### src/rtl/core/efhx_pkg.sv
// Shared constants and types for the escaped frame header extractor.
package efhx_pkg;

    localparam logic [7:0] ESC_CODE = 8'h1B;
    localparam logic [7:0] OPEN_A   = 8'h02;
    localparam logic [7:0] OPEN_B   = 8'h01;
    localparam logic [7:0] CLOSE_A  = 8'h03;
    localparam logic [7:0] CLOSE_B  = 8'h0A;
    localparam logic [7:0] LIT_DLE  = 8'h10;

    localparam int STORE_BASE = 3;
    localparam int PAY_FIRST  = 9;
    localparam int PAY_LAST   = 16;

    typedef struct packed {
        logic add_byte;
        logic close_good;
        logic close_bad;
    } efhx_ctl_t;

endpackage

### src/rtl/core/efhx_cell.sv
// One byte cell of the frame storage chain.
module efhx_cell
    import efhx_pkg::*;
(
    input  logic       aclk,
    input  logic       shift_en,
    input  logic [7:0] d_in,
    output logic [7:0] d_out
);

    logic [7:0] byte_reg;
    logic [7:0] byte_next;

    assign byte_next = shift_en ? d_in : byte_reg;

    always_ff @(posedge aclk) begin
        byte_reg <= byte_next;
    end

    assign d_out = byte_reg;

endmodule

### src/rtl/core/efhx_decode.sv
// Escape, framing and byte count tracking for the incoming byte stream.
module efhx_decode
    import efhx_pkg::*;
#(
    parameter int FRAME_LEN = 17
)
(
    input  logic      aclk,
    input  logic      aresetn,
    input  logic      accept,
    input  logic [7:0] rx_byte,
    output efhx_ctl_t ctl
);

    localparam int CNT_W = $clog2(FRAME_LEN + 2);
    localparam logic [CNT_W-1:0] LEN_C = CNT_W'(FRAME_LEN);
    localparam logic [CNT_W-1:0] SAT_C = CNT_W'(FRAME_LEN + 1);

    logic             esc_reg, esc_next;
    logic             in_frame_reg, in_frame_next;
    logic [CNT_W-1:0] count_reg, count_next;

    always_comb begin
        esc_next       = esc_reg;
        in_frame_next  = in_frame_reg;
        count_next     = count_reg;
        ctl            = '0;
        if (accept) begin
            if (!esc_reg) begin
                if (rx_byte == ESC_CODE) begin
                    esc_next = 1'b1;
                end else if (in_frame_reg) begin
                    ctl.add_byte = 1'b1;
                end
            end else begin
                esc_next = 1'b0;
                case (rx_byte) inside
                    OPEN_A, OPEN_B: begin
                        in_frame_next = !in_frame_reg;
                        count_next    = '0;
                    end
                    CLOSE_A, CLOSE_B: begin
                        in_frame_next = 1'b0;
                        count_next    = '0;
                        if (in_frame_reg) begin
                            ctl.close_good = (count_reg == LEN_C);
                            ctl.close_bad  = (count_reg != LEN_C);
                        end
                    end
                    LIT_DLE, ESC_CODE: begin
                        if (in_frame_reg) begin
                            ctl.add_byte = 1'b1;
                        end else begin
                            count_next = '0;
                        end
                    end
                    default: begin
                        in_frame_next = 1'b0;
                        count_next    = '0;
                    end
                endcase
            end
            if (ctl.add_byte && count_reg < SAT_C) begin
                count_next = count_reg + 1'b1;
            end
        end
    end

    always_ff @(posedge aclk) begin
        if (!aresetn) begin
            esc_reg      <= 1'b0;
            in_frame_reg <= 1'b0;
            count_reg    <= '0;
        end else begin
            esc_reg      <= esc_next;
            in_frame_reg <= in_frame_next;
            count_reg    <= count_next;
        end
    end

endmodule

### src/rtl/core/escaped_frame_header_extractor.sv
// Top level of the escaped frame header extractor.
// The block takes one byte of the escaped stream per request and accepts a
// byte in every cycle in which the result register is empty or being taken.
// A closing escape sequence loads the result register at that same edge, so
// a result appears in the cycle after its closing byte is accepted. Frame bytes
// move through a chain of byte cells, one cell per stored byte, and the
// header fields are read at fixed cells when the frame closes. The only
// stall comes from the result side: s_ready follows m_ready while a result
// is held.
module escaped_frame_header_extractor
    import efhx_pkg::*;
#(
    parameter int FRAME_LEN = 17
)
(
    input  logic        aclk,
    input  logic        aresetn,
    input  logic        s_valid,
    output logic        s_ready,
    input  logic [7:0]  s_rx_byte,
    output logic        m_valid,
    input  logic        m_ready,
    output logic        m_status,
    output logic [7:0]  m_source_addr,
    output logic [16:0] m_pgn,
    output logic [15:0] m_time_ticks,
    output logic [15:0] m_wrap_count,
    output logic [63:0] m_payload
);

    localparam int DEPTH = FRAME_LEN - STORE_BASE;

    logic      accept;
    efhx_ctl_t ctl;
    logic [7:0] chain [DEPTH];
    logic [7:0] fb [PAY_LAST:STORE_BASE];

    logic        m_valid_reg, m_valid_next;
    logic        status_reg, status_next;
    logic [7:0]  source_reg, source_next;
    logic [16:0] pgn_reg, pgn_next;
    logic [15:0] time_reg, time_next;
    logic [15:0] wrapout_reg, wrapout_next;
    logic [63:0] payload_reg, payload_next;
    logic [15:0] last_time_reg, last_time_next;
    logic [15:0] wrap_reg, wrap_next;
    logic [15:0] frame_time;
    logic [63:0] frame_payload;

    assign s_ready = aresetn && (!m_valid_reg || m_ready);
    assign accept  = s_valid && s_ready;

    efhx_decode #(.FRAME_LEN(FRAME_LEN)) u_decode (
        .aclk    (aclk),
        .aresetn (aresetn),
        .accept  (accept),
        .rx_byte (s_rx_byte),
        .ctl     (ctl)
    );

    for (genvar k = 0; k < DEPTH; k++) begin : g_cell
        if (k == 0) begin : g_head
            efhx_cell u_cell (
                .aclk     (aclk),
                .shift_en (ctl.add_byte),
                .d_in     (s_rx_byte),
                .d_out    (chain[k])
            );
        end else begin : g_body
            efhx_cell u_cell (
                .aclk     (aclk),
                .shift_en (ctl.add_byte),
                .d_in     (chain[k-1]),
                .d_out    (chain[k])
            );
        end
    end

    // The newest byte sits in cell zero, so frame byte p is in cell FRAME_LEN-1-p.
    for (genvar p = STORE_BASE; p <= PAY_LAST; p++) begin : g_pos
        if (p < FRAME_LEN) begin : g_held
            assign fb[p] = chain[FRAME_LEN - 1 - p];
        end else begin : g_none
            assign fb[p] = 8'h00;
        end
    end

    for (genvar j = 0; j < PAY_LAST - PAY_FIRST + 1; j++) begin : g_pay
        assign frame_payload[8*j +: 8] = fb[PAY_FIRST + j];
    end

    assign frame_time = {fb[4], fb[3]};

    always_comb begin
        m_valid_next   = m_valid_reg && !m_ready;
        status_next    = status_reg;
        source_next    = source_reg;
        pgn_next       = pgn_reg;
        time_next      = time_reg;
        wrapout_next   = wrapout_reg;
        payload_next   = payload_reg;
        last_time_next = last_time_reg;
        wrap_next      = wrap_reg;
        if (ctl.close_good) begin
            if (frame_time < last_time_reg) begin
                wrap_next = wrap_reg + 16'd1;
            end
            last_time_next = frame_time;
            m_valid_next   = 1'b1;
            status_next    = 1'b0;
            source_next    = fb[5];
            pgn_next       = {fb[8][0], fb[7], fb[6]};
            time_next      = frame_time;
            wrapout_next   = wrap_next;
            payload_next   = frame_payload;
        end else if (ctl.close_bad) begin
            m_valid_next = 1'b1;
            status_next  = 1'b1;
            source_next  = '0;
            pgn_next     = '0;
            time_next    = '0;
            wrapout_next = '0;
            payload_next = '0;
        end
    end

    always_ff @(posedge aclk) begin
        if (!aresetn) begin
            m_valid_reg   <= 1'b0;
            last_time_reg <= '0;
            wrap_reg      <= '0;
        end else begin
            m_valid_reg   <= m_valid_next;
            last_time_reg <= last_time_next;
            wrap_reg      <= wrap_next;
        end
    end

    always_ff @(posedge aclk) begin
        status_reg  <= status_next;
        source_reg  <= source_next;
        pgn_reg     <= pgn_next;
        time_reg    <= time_next;
        wrapout_reg <= wrapout_next;
        payload_reg <= payload_next;
    end

    assign m_valid       = m_valid_reg;
    assign m_status      = status_reg;
    assign m_source_addr = source_reg;
    assign m_pgn         = pgn_reg;
    assign m_time_ticks  = time_reg;
    assign m_wrap_count  = wrapout_reg;
    assign m_payload     = payload_reg;

`ifndef NO_ASSERTIONS
    a_one_close: assert property (@(posedge aclk) disable iff (!aresetn)
        !(ctl.close_good && ctl.close_bad))
        else $error("Good and bad close in the same cycle.");

    a_bad_zero: assert property (@(posedge aclk) disable iff (!aresetn)
        (m_valid_reg && status_reg) |-> (payload_reg == '0 && pgn_reg == '0
        && source_reg == '0 && time_reg == '0 && wrapout_reg == '0))
        else $error("Wrong-length result carries nonzero fields.");

    a_wrap_step: assert property (@(posedge aclk) disable iff (!aresetn)
        ($past(aresetn) && !$stable(wrap_reg)) |->
        (wrap_reg == $past(wrap_reg) + 16'd1))
        else $error("Rollover count moved by other than one.");

    a_wrap_match: assert property (@(posedge aclk) disable iff (!aresetn)
        (m_valid_reg && !status_reg) |-> (wrapout_reg == wrap_reg))
        else $error("Reported rollover count differs from the running count.");
`endif

endmodule

### config.mk
export PLATFORM = sky130hd
export DESIGN_NAME = escaped_frame_header_extractor
export DESIGN_NICKNAME = d
export VERILOG_FILES = /design/src/rtl/core/efhx_pkg.sv /design/src/rtl/core/efhx_cell.sv /design/src/rtl/core/efhx_decode.sv /design/src/rtl/core/escaped_frame_header_extractor.sv
export SDC_FILE = /design/constraint.sdc
export NUM_CORES = 1
export LEC_CHECK = 0
export BUFFER_PORTS_ARGS = -buffer_cell sky130_fd_sc_hd__buf_2
export CORE_UTILIZATION = 45
export DETAILED_ROUTE_END_ITERATION = 10
export GPL_ROUTABILITY_DRIVEN = 1
export MAX_ROUTING_LAYER = met4
export PLACE_DENSITY = 0.73
export SLEW_MARGIN = 20
export SYNTH_ARGS = -nofsm -noshare
export SYNTH_HDL_FRONTEND = slang
export SYNTH_SLANG_ARGS = --single-unit
export TNS_END_PERCENT = 1
### constraint.sdc
create_clock -name aclk -period 23.3 [get_ports aclk]
set_input_delay 3.495 -clock aclk [delete_from_list [all_inputs] [get_ports aclk]]
set_output_delay 3.495 -clock aclk [all_outputs]
set_load 0.01 [all_outputs]
==> summary.md, run 1 <==
The met2 usage was 0.2475; the signed area change from the synthesized netlist to the final layout was 19.17%. At the pin with the least slew margin, the transition time is 0.9147 ns. The global placement routability congestion is 0.8210.

Setup repair after global routing left no endpoint under its margin. The logs give 0 for the total congestion overflow after global routing and 274 for the clock sink count. The largest net degree at the start of global routing came out at 214. The number of CTS-inserted buffers came out at 29. The slowest stage of the critical path is the sky130_fd_sc_hd__and2_1 cell. The total of max-cap violations was 0. The run finished with clean final reports.

Hold timing on the final database bottoms out at a slack of 0.4190 ns. Synthesis produced a netlist whose cell count is 703. Derived from the worst setup path, the maximum achievable clock frequency is 0.1324 GHz. The final hold violation count is 0. The placed instances occupy a cell area of 11590 µm². The critical path contains buffers and inverters numbering 2 combined.

The count of port buffers added during placement was 135. Leaving out fill and tap cells, the most frequent cell in the layout is sky130_fd_sc_hd__edfxtp_1. The number of different library cells in the post-synthesis netlist came out at 52. The headroom to the max-slew limit is 0.3902.

The share of post-route cells with drive strength above 1 works out to 0.2448. The logs give 0.5519 for the core occupancy in the finished layout and 7818 µm² for the area used by sequential logic in the layout. The clock latency at the later pin of the worst-skew pair came out at 0.54 ns. On the final layout, the worst clock skew is 0.01998 ns. The net count of the finished layout is 870. The number of flip-flops and latches in the synthesized netlist came out at 274.

For this run, the leading register cell type out of synthesis is sky130_fd_sc_hd__edfxtp_1. The routed wire length came out at 18.82 mm. The delay contributed by the slowest stage of the critical path was 0.18 ns. The logic depth of the worst path, buffers included was 4; the global-route track usage on met3 was 0.04819.

The post-route minimum period is 7.551 ns, and the post-synthesis async set-or-reset flop share is 0. With fillers left out, the area of the finished cells amounts to 12610 µm². The run gives 0 as the count of hold-fix buffers inserted at cts.

The logs give 0.1611 for the total routing usage reported by global routing and 1175 for the final cell count without fillers. The largest fanout of any net on the critical path was 3; the post-route setup TNS was 0 ns. TritonCTS built the clock tree. The cell at the root of the clock tree was sky130_fd_sc_hd__clkbuf_16. The run gives 329 as the initial detailed-routing violation count. Including well taps, the total number of placed cells is 1122.

The cell that appears most often on the critical path is sky130_fd_sc_hd__buf_2. The mean instance size in the synthesized netlist was 15.05 µm². For the initial standard-cell utilization of the core, the log shows 0.4631. The number of antenna violations at the first check in global routing is 0. The initialized floorplan defines 55 standard-cell rows. In the final routed layout, each cell accounts on average for 16.02 µm.

On the critical path the largest part of the delay comes from simple AND/OR/NAND/NOR gates. For the setup slack of the worst register-to-register path, the log shows 20.31 ns. The critical path in this run is classified as primary input to primary output. The number of synthesized flops with an enable pin is 233, and the proportion of synthesized chip area in sequential cells is 0.7388. The first global-routing pass estimated 29.78 mm of wire.

Power comes to 1.015 mW. The run gives 4 as the first-pass iteration count of the detailed router. IR analysis of the VDD net gives a maximum drop of 0.00006101 V. The number of nets in the synthesized netlist is 733. The total half-perimeter wirelength after legalization and detailed placement was 11.37 mm; the share of the clock period used by the worst path after layout was 0.3241.

The multi-input logic area came out at 2484 µm². The number of global-route vias before repair is 5711, and the number of vias per cell after detailed routing is 5.062. The clock-pin transition on the worst setup and hold timing paths is 0.06 ns, and the post-place setup slack is 15.74 ns. The post-detailed-route DRC marker count was 0. Dividing total power by cell area gives a power density of 80.47 nW/µm². The worst register-to-register path has a depth of 7. The region available for standard cell placement spans 22850 µm².

At the worst endpoint, the arrival time is 4.06 ns. The tools report the total setup buffers inserted after CTS as 0. The path class of the tightest hold or removal check is register to register. The number of flip-flops under the largest register name was 104. The leakage dissipation was 4.254 nW; the synthesis warning total was 0. The CTS H-tree depth is 1, and the number of pins with negative max-slew slack in the final report is 0. The peak-usage layer in the global routing report is met2. The total of fill cells in the finished design is 1881, and the via count is 5948. The height of the die was 155.3 µm; the width of the die was 155.3 µm.

After clock tree synthesis, the repair step resized 0 gates. Leaving out fill and tap cells, the most frequent cells in the layout are sky130_fd_sc_hd__edfxtp_1 (233), sky130_fd_sc_hd__buf_2 (135), sky130_fd_sc_hd__and3_1 (90), sky130_fd_sc_hd__nand2_1 (55), sky130_fd_sc_hd__dfxtp_1 (41). The I/O pin count was 136; the final worst slack was 15.75 ns. The startpoint identified for the worst register-to-register timing path is m_valid$_SDFF_PN0_. The die covers 24130 µm².

For hold timing, the worst endpoint is g_cell[9].g_body.u_cell.d_out[3]$_DFFE_PP_. Counting instances, the worst hold path has a depth of 0. The worst setup path is captured at a primary output. At the worst endpoint, the required time is 19.81 ns.

In this run the deepest clock path goes through 3 buffers. Setup violations remaining at the end of the flow were counted as 0. The signal on the critical path passes through buf_2 -> nand2b_1 -> and2_1 -> buf_2.

The synthesized netlist occupies a cell area of 10580 µm². The start point of the worst min-delay path was g_cell[8].g_body.u_cell.d_out[3]$_DFFE_PP_. The tools report the antenna diode count as 0.

The met1 track demand over resource was 0.2089. The post-detailed-route count of antenna-violating nets came out at 0. Startpoint type of the worst setup path: a primary input. The end of the worst register-to-register path is last_time_reg[3]$_SDFFE_PN0P_.
[cells in the mapped netlist, types with 2 or more instances]
cell type,instances,share of area
sky130_fd_sc_hd__a2111oi_2,6,0.0085
sky130_fd_sc_hd__a2111oi_4,7,0.018
sky130_fd_sc_hd__a211oi_1,13,0.0092
sky130_fd_sc_hd__a21oi_1,26,0.012
sky130_fd_sc_hd__and2_1,6,0.0035
sky130_fd_sc_hd__and3_1,90,0.053
sky130_fd_sc_hd__buf_2,4,0.0019
sky130_fd_sc_hd__buf_4,2,0.0014
sky130_fd_sc_hd__buf_6,2,0.0021
sky130_fd_sc_hd__clkbuf_1,29,0.010
sky130_fd_sc_hd__dfxtp_1,41,0.078
sky130_fd_sc_hd__edfxtp_1,233,0.66
sky130_fd_sc_hd__ha_1,18,0.021
sky130_fd_sc_hd__inv_1,36,0.013
sky130_fd_sc_hd__mux2i_1,6,0.0057
sky130_fd_sc_hd__nand2_1,55,0.020
sky130_fd_sc_hd__nand2b_1,4,0.0024
sky130_fd_sc_hd__nand3_1,8,0.0038
sky130_fd_sc_hd__nand4_1,5,0.0030
sky130_fd_sc_hd__nor2_1,39,0.014
sky130_fd_sc_hd__nor3_1,5,0.0024
sky130_fd_sc_hd__o21a_1,2,0.0014
sky130_fd_sc_hd__o21ai_0,4,0.0019
sky130_fd_sc_hd__o31ai_1,2,0.0014
sky130_fd_sc_hd__or2_1,2,0.0012
sky130_fd_sc_hd__or3_1,4,0.0024
sky130_fd_sc_hd__or4_1,2,0.0014
sky130_fd_sc_hd__xnor2_1,28,0.023
[worst register-to-register path, stage by stage, from the launching register on]
cell,delay (ns)
sky130_fd_sc_hd__dfxtp_1,0.31
sky130_fd_sc_hd__nand2b_1,0.10
sky130_fd_sc_hd__nand4_1,0.25
sky130_fd_sc_hd__nor4_4,0.42
sky130_fd_sc_hd__buf_12,0.67
sky130_fd_sc_hd__and2_1,0.78
sky130_fd_sc_hd__nand2_1,0.20
sky130_fd_sc_hd__a21oi_1,0.16
[layout make-up]
type | count | share of cell area
inverters | 37 | 0.01111
repair buffers | 144 | 0.05993
flip-flops and latches | 274 | 0.6200
clock inverters | 12 | 0.01667
multi-input cells | 354 | 0.1970
clock buffers | 41 | 0.06430
well taps | 313 | 0.03106
[metal layers]
layer,share of wire,vias to the layer above
met1,0.44,2876
met4,0.022,0
met3,0.074,36
met5,0,-
met2,0.46,161
li1,-,2875
[power breakdown]
part | total (mW) | switching (mW) | internal [mW]
Combinational | 0.00439 | 0.00307 | 0.00132
Sequential | 0.524 | 0.00000331 | 0.524
Clock | 0.486 | 0.179 | 0.307
[cell families (layout without fill, tap and decap cells)]
family	after synthesis	count (layout)	share of synthesized area
simple gates	231	231	0.1174
mux	6	6	0.005676
buf+inv	75	234	0.02921
xor+xnor	29	29	0.02400
flops	274	274	0.7388
fa+ha+maj	18	18	0.02128
compound gates	70	70	0.06362
[how the worst max path moves through the flow]
stage / end / startpoint / slack, ns
after floorplan: u_decode.count_reg[0]$_SDFFE_PN0P_ / s_rx_byte[5] / 11.72
after global placement: s_ready / m_ready / 15.76
after detailed placement: s_ready / m_ready / 15.74
after CTS: s_ready / m_ready / 15.74
after global routing: s_ready / m_ready / 15.70
final: s_ready / m_ready / 15.75
Power figures use the tool's default switching activity.
==> run 2, diff against run 1 <==
==> constraint.sdc (replaced) <==
create_clock -name aclk -period 7.75 [get_ports aclk]
set_input_delay 1.1625 -clock aclk [delete_from_list [all_inputs] [get_ports aclk]]
set_output_delay 1.1625 -clock aclk [all_outputs]
set_load 0.01 [all_outputs]
==> summary.md, run 2 (same netlist as run 1, synthesis figures left out) <==
The worst setup path is captured at a register. The width of the die came out at 155.3 µm. The later pin in the worst-skew pair is clocked with a latency of 0.54 ns. Setup violations remaining at the end of the flow were counted as 0. Port buffering added 135 buffers. The run gives 0 as the total of max-cap violations.

The tools report the register share of total power as 0.528. TritonCTS built the clock tree. After detailed routing, the total wire length is 19.11 mm. For the headroom to the max-slew limit, the log shows 0.4379. CTS saw 274 sinks. The post-detailed-route DRC marker count was 0. In the final routed layout, each cell accounts on average for 16.21 µm. After layout, the minimum clock period comes to 3.751 ns. The power density relative to cell area was 236.9 nW/µm²; the global placement routability congestion was 0.8087. The design draws 2.983 mW. At the pin with the least slew margin, the transition time is 0.8432 ns.

The first detailed-routing pass took 6 iterations. Cell-internal power: 2.411 mW. Entering global routing, the biggest net connects 175 pins.

The share of post-route cells with drive strength above 1 is 0.2471. The logs give 1 for the CTS H-tree depth and 0.01338 ns for the final worst clock skew. The run finished with clean final reports.

The logs give 0 for the count of hold-fix buffers inserted at cts and 0.1621 for the total routing usage reported by global routing. In this run the post-CTS setup repair buffer count came out at 0. The startpoint type of the worst setup path is a primary input. The logs give 4.49 ns for the setup slack of the worst register-to-register path and 3 for the maximum clock insertion buffer count. Relative to the synthesized area, the layout overhead comes to 18.97%. The analysis attributes to cell leakage a power of 4.242 nW. The post-place setup slack was 3.461 ns.

The slowest stage of the critical path is the sky130_fd_sc_hd__and2_1 cell. The logs give 11.62 mm for the total half-perimeter wirelength after legalization and detailed placement and 3.999 ns for the final worst slack. The repair_antennas step left the layout with diodes totalling 0. The tools report the post-route setup TNS as 0 ns. The count of nets left with antenna violations once routing finished came out at 0.

Final hold violation count: 0. The share of the clock period used by the worst path after layout was 0.4840. After detailed routing, the met2 layer carries 8.662 mm of wire.

Leaving out fill and tap cells, the most frequent cells in the layout are sky130_fd_sc_hd__edfxtp_1 (233), sky130_fd_sc_hd__buf_2 (135), sky130_fd_sc_hd__and3_1 (90), sky130_fd_sc_hd__nand2_1 (55), sky130_fd_sc_hd__dfxtp_1 (41). The logs give 0 for the number of pins with negative max-slew slack in the final report and 0 for the total congestion overflow after global routing. The core box area is 22850 µm², and the required arrival time at the worst endpoint is 8.21 ns.

Wire segments on met3 add up to 1.480 mm in the final route. The height of the die works out to 155.3 µm. The floorplan step defined a die boundary enclosing 24130 µm².

Once the clock tree was built, the resizer swapped 0 gates to a different size. The highest metal layer carrying signal wires in the routed design is met4. The site row count is 55, and the clock-pin transition on the worst setup and hold timing paths is 0.06 ns.

On the worst path, the slowest cell contributes a delay of 0.67 ns. The cell at the root of the clock tree is sky130_fd_sc_hd__clkbuf_16. The register with the most flip-flops in the layout has 104 of them. For this design the total switching power over the nets is 0.5713 mW.

The detailed router finished its first iteration with 355 violations. The number of vias per cell after detailed routing was 5.106; the switching power as a share of total power was 0.1915. The number of CTS-inserted buffers came out at 29. Data arrives at the worst endpoint at 4.21 ns. The routed layout has 6020 vias. Part of the total power dissipated in combinational logic: 0.005.

The first global-routing pass estimated 29.99 mm of wire. The fmax is 0.2666 GHz. The run gives 0.4631 as the initial standard-cell utilization of the core. Setup repair after global routing left no endpoint under its margin. Walking the worst path, the cells encountered are buf_2 -> or4_4 -> nor4_4 -> buf_4 -> buf_12 -> and2_1 -> nand2_1 -> a21oi_1. The run gives 0 as the number of antenna violations at the first check in global routing.

For this block, wires on met1 add up to 8.671 mm. Leaving out fill and tap cells, the most frequent cell in the layout is sky130_fd_sc_hd__edfxtp_1. The net count of the finished layout is 873. The setup path with the least slack is of type primary input to register. The classification of the worst-slack hold path was register to register.

Along the worst path, the maximum fanout reaches 174. 136 I/O pins were placed. Number of global-route vias before repair: 5684.

The maximum VDD drop is 0.0001469 V, and the share of power burned in the clock network is 0.467.
run 2: changes by cell type in the layout (fill, tap and decap cells not counted):
cell / before / now
sky130_fd_sc_hd__clkinv_8: 0 / 1
sky130_fd_sc_hd__inv_6: 1 / 0
sky130_fd_sc_hd__bufinv_16: 6 / 3
sky130_fd_sc_hd__buf_4: 8 / 11
sky130_fd_sc_hd__inv_16: 0 / 1
sky130_fd_sc_hd__clkbuf_1: 8 / 6
sky130_fd_sc_hd__clkinv_1: 3 / 6
sky130_fd_sc_hd__clkinvlp_4: 0 / 2
run 2: critical path, delay by kind of cell:
| kind | cells | cell delay [ns] |
|---|---|---|
| AOI/OAI and AO/OA | 1 | 0.18 |
| and+or+nand+nor | 4 | 1.55 |
| buffers and inverters | 3 | 1.07 |
run 2: worst paths after layout:
check                                        startpoint                                          to  cells after the start
min          g_cell[8].g_body.u_cell.d_out[3]$_DFFE_PP_  g_cell[9].g_body.u_cell.d_out[3]$_DFFE_PP_                      0
min reg2reg  g_cell[8].g_body.u_cell.d_out[3]$_DFFE_PP_  g_cell[9].g_body.u_cell.d_out[3]$_DFFE_PP_                      0
max                                        s_rx_byte[5]               last_time_reg[6]$_SDFFE_PN0P_                      8
max reg2reg                          m_valid$_SDFF_PN0_               last_time_reg[6]$_SDFFE_PN0P_                      8
run 2: per-layer routing:
layer | GRT usage | vias up
met2 | 0.2436 | 180
met4 | 0.04342 | 0
met3 | 0.04819 | 24
met5 | - | -
li1 | - | 2880
met1 | 0.2148 | 2936
run 2: final cells by class:
cell class,count,area [µm²]
fillers,1855,10260
multi-input cells,354,2484
flip-flops and latches,274,7818
inverters,37,138.9
well taps,313,391.6
repair buffers,147,778.2
clock buffers,39,803.3
clock inverters,15,175.2
run 2: power by group through the flow:
| stage | Clock, mW | Sequential [mW] | Combinational (mW) |
|---|---|---|---|
| after floorplan | 0 | 1.61 | 0.00620 |
| after global placement | 0 | 1.61 | 0.0133 |
| after detailed placement | 0 | 1.61 | 0.0136 |
| after CTS | 1.42 | 1.58 | 0.0137 |
| after global routing | 1.48 | 1.58 | 0.0151 |
| final | 1.39 | 1.58 | 0.0138 |
run 2: metrics by stage:
stage | instance area [µm²] | hold slack (ns) | std cells | utilization
after floorplan | 10590 | 0.4003 | 703 | -
after global placement | 11610 | 0.4007 | 1125 | 0.5082
after detailed placement | 11610 | 0.4054 | 1125 | 0.5082
after CTS | 12590 | 0.4167 | 1179 | 0.5510
after global routing | 12590 | 0.4241 | 1179 | 0.5510
final | 12590 | 0.4154 | 1179 | 0.5510
==> run 3, diff against run 2 <==
--- a/config.mk
+++ b/config.mk
@@ -5,12 +5,13 @@
 export SDC_FILE = /design/constraint.sdc
 export NUM_CORES = 1
 export LEC_CHECK = 0
+export ABC_AREA = 1
 export BUFFER_PORTS_ARGS = -buffer_cell sky130_fd_sc_hd__buf_2
 export CORE_UTILIZATION = 45
 export DETAILED_ROUTE_END_ITERATION = 10
 export GPL_ROUTABILITY_DRIVEN = 1
 export MAX_ROUTING_LAYER = met4
-export PLACE_DENSITY = 0.73
+export PLACE_DENSITY = 0.75
 export SLEW_MARGIN = 20
 export SYNTH_ARGS = -nofsm -noshare
 export SYNTH_HDL_FRONTEND = slang
==> constraint.sdc (replaced) <==
create_clock -name aclk -period 3.2 [get_ports aclk]
set_input_delay 0.48 -clock aclk [delete_from_list [all_inputs] [get_ports aclk]]
set_output_delay 0.48 -clock aclk [all_outputs]
set_load 0.01 [all_outputs]
==> summary.md, run 3 <==
Entering global routing, the biggest net connects 113 pins. The number of different library cells in the post-synthesis netlist was 37; the global placement routability congestion was 0.8665. Initial standard-cell utilization of the core: 0.4602. Post-route minimum period: 2.364 ns.

sky130_fd_sc_hd__edfxtp_1 takes more of the synthesized area than any other cell. Most common library cell in the layout ignoring fill and taps: sky130_fd_sc_hd__edfxtp_1. After layout, the worst setup slack is 0.8364 ns. For the first-pass iteration count of the detailed router, the log shows 4. Ranked by instance count, the synthesized netlist is headed by sky130_fd_sc_hd__edfxtp_1 (233), sky130_fd_sc_hd__inv_1 (172), sky130_fd_sc_hd__nand2_1 (143), sky130_fd_sc_hd__nor2_1 (79), sky130_fd_sc_hd__nor2_4 (76). Number of pins with negative max-slew slack in the final report: 0. The flow ran to the end, and the final reports show no timing, DRC or antenna violations. The leakage dissipation is 4.827 nW, and the number of flip-flops and latches in the synthesized netlist is 274. Switching power as a share of total power: 0.1930. STA puts the critical path data required time at 3.49 ns. The tree built by TritonCTS fans out to 274 sinks. Maximum VDD drop: 0.0004467 V.

Total setup buffers inserted after CTS: 0. The mean instance size in the synthesized netlist was 12.27 µm²; the share of power burned in the clock network was 0.465. Dividing the detail-routed wire length by the instance count gives 15.16 µm.

In this design, the stage delay of the slowest critical-path cell is 0.44 ns. The logs give 0 for the post-detailed-route DRC marker count and 1449 for the final cell count without fillers. The sort of element at the end of the critical path is a register. By area the synthesized netlist is led by sky130_fd_sc_hd__edfxtp_1 (60%), sky130_fd_sc_hd__nor2_4 (7.4%), sky130_fd_sc_hd__dfxtp_1 (7.1%), sky130_fd_sc_hd__inv_1 (5.6%), sky130_fd_sc_hd__nand2_1 (4.6%).

The signed area change from the synthesized netlist to the final layout is 17.18%. Internal power comes to 5.838 mW. The tools report the count of final setup violators as 0. The maximum clock insertion buffer count came out at 3. The signal on the critical path passes through ha_1 -> inv_1 -> nor3_2 -> nand2_1 -> nor2_1 -> nand4_1 -> o21ai_0 -> nor2_1. For the worst-skew pair, the clock arrives at the later sink with an insertion delay of 0.54 ns. The power density relative to cell area was 531.2 nW/µm²; the number of antenna violations at the first check in global routing was 0. Number of vias per cell after detailed routing: 4.808. Proportion of synthesized chip area in sequential cells: 0.6727.

The net count after synthesis came out at 977. For the total congestion overflow after global routing, the log shows 0. The fmax was 0.4231 GHz.

Clock tree synthesis selected as its root buffer the cell sky130_fd_sc_hd__clkbuf_16. During synthesis, Yosys emitted a total of 0 warnings. Input and output buffers added on the ports amount to 135. Along the worst path, the maximum fanout reaches 6. The headroom to the max-slew limit came out at 0.4741. The count of mapped cells out of synthesis was 947; the clock-pin transition on the worst setup and hold timing paths was 0.06 ns. The critical path class is register to register.

For the final routed database, the setup TNS stands at 0 ns. Detailed routing inserted a total of 6967 vias. The share of post-route cells with drive strength above 1 is 0.2556, and the number of synthesized flops with an enable pin is 233. For the number of global-route vias before repair, the log shows 6651. The slowest stage of the critical path belongs to the cell sky130_fd_sc_hd__nor3_2. The post-synthesis async set-or-reset flop share came out at 0. Buffers inserted during clock tree synthesis total 28.

The number of gates given a new drive strength after cts came out at 0. Yosys instantiated no cell more often than sky130_fd_sc_hd__edfxtp_1. The classification of the worst-slack hold path was primary input to register. After the last flow step, the layout net total stands at 1127. The post-layout total power is 7.234 mW, and the measured slew at the worst slew-check pin is 0.7846 ns.

The count of hold-fix buffers inserted at cts was 0. Across the run, the number of max-cap violations was 0. For the worst setup path, the data arrival time is 2.66 ns.

In the layout the commonest cells are sky130_fd_sc_hd__edfxtp_1 (233), sky130_fd_sc_hd__inv_1 (167), sky130_fd_sc_hd__nand2_1 (142), sky130_fd_sc_hd__buf_2 (135), sky130_fd_sc_hd__nor2_1 (79). The logs give 1 for the CTS H-tree depth and 26470 µm² for the area of the die. The tools report the placed cell count as 1397. The cell that appears most often on the critical path is sky130_fd_sc_hd__nor2_1. The area fraction of the dominant cell type after synthesis was 0.6021; the total routing usage reported by global routing was 0.1714. TritonCTS built the clock tree.

The run gives 638 as the initial detailed-routing violation count. The share of the clock period used by the worst path after layout is 0.7386, and the core box area is 25250 µm². For this block, the routed nets add up to 21.97 mm of wire. The number of flip-flops under the largest register name came out at 104. Startpoint type of the worst setup path: a register. The width of the die is 162.7 µm, and the height of the die is 162.7 µm.

The cell area that synthesis handed to floorplanning was 11620 µm². The most used flip-flop cell after synthesis is sky130_fd_sc_hd__edfxtp_1. The final hold violation count was 0.

Clock skew on the completed layout was measured at 0.01127 ns. The site row count was 58. In this run the remaining antenna-violating nets after routing total 0. The run gives 0.5392 as the core occupancy in the finished layout.

Setup repair after global routing left no endpoint under its margin. For the register share of total power, the log shows 0.528. The wire length of the first global-routing pass was 34.68 mm. The run gives 136 as the I/O pin count. The HPWL after detailed placement is 14.39 mm. The repair_antennas step left the layout with diodes totalling 0. The part of the total power dissipated in combinational logic was 0.007. The switching component of the power came out at 1.396 mW. OpenSTA, run right after detailed placement, puts the worst setup slack at 0.7357 ns.
## run 3: cell types whose count changed after synthesis, moves of 21 or more
cell                       delta
sky130_fd_sc_hd__and3_1      -89
sky130_fd_sc_hd__clkbuf_1    -21
sky130_fd_sc_hd__nand3_1     +34
sky130_fd_sc_hd__nand2_1     +88
sky130_fd_sc_hd__xnor2_1     -27
sky130_fd_sc_hd__nor2_4      +76
sky130_fd_sc_hd__inv_1      +136
sky130_fd_sc_hd__nor2_1      +40
## run 3: final cells by class
type,count,area (µm²)
clock buffers,29,704.4
fillers,2099,11640
inverters,174,680.7
well taps,330,412.9
repair buffers,148,835.8
clock inverters,23,257.7
multi-input cells,471,2909
flip-flops and latches,274,7818
## run 3: critical path: cells and delay by family (launching register included)
kind	cells	cell delay (ns)
compound gates	1	0.17
fa+ha+maj	1	0.35
buf+inv	1	0.11
flops	1	0.43
simple gates	5	1.06
## run 3: path summary, 6_finish.rpt
kind                                                    from                                    endpoint  slack [ns]  depth (start not counted)
setup / recovery                    wrap_reg[0]$_SDFFE_PN0P_              m_wrap_count[12]$_SDFFCE_PN0P_        0.84                          8
hold reg to reg   g_cell[8].g_body.u_cell.d_out[5]$_DFFE_PP_  g_cell[9].g_body.u_cell.d_out[5]$_DFFE_PP_        0.42                          0
setup reg to reg                    wrap_reg[0]$_SDFFE_PN0P_              m_wrap_count[12]$_SDFFCE_PN0P_        0.84                          8
hold / removal                                  s_rx_byte[4]  g_cell[0].g_head.u_cell.d_out[4]$_DFFE_PP_        0.15                          1
## run 3: cell families (layout without fill, tap and decap cells)
logic type / after synthesis / count (layout) / synth area share
compound gates: 63 / 63 / 0.03198
xor+xnor: 11 / 11 / 0.008290
fa+ha+maj: 18 / 18 / 0.01938
buf+inv: 202 / 374 / 0.07999
flops: 274 / 274 / 0.6727
simple gates: 379 / 379 / 0.1877
## run 3: layer usage
metal  up-vias  global-route usage  wire (µm)
met5         -                   -          0
met4         0             0.04588        325
met3        25             0.02546       1205
met2       203              0.2795      10860
met1      3344              0.2240       9581
li1       3395                   -          -
## run 3: per-stage QoR
stage / hold slack, ns / cell area, µm²
after floorplan: 0.4003 / 11670
after global placement: 0.4011 / 12660
after detailed placement: 0.4052 / 12660
after CTS: 0.1250 / 13620
after global routing: 0.1344 / 13620
final: 0.1453 / 13620
## run 3: power groups by stage
stage / Clock [mW] / Sequential [mW] / Combinational (mW)
finish: 3.37 / 3.82 / 0.0493
global route: 3.57 / 3.82 / 0.0530
CTS: 3.43 / 3.82 / 0.0491
detailed placement: 0 / 3.90 / 0.0490
global placement: 0 / 3.89 / 0.0476
floorplan: 0 / 3.89 / 0.0269
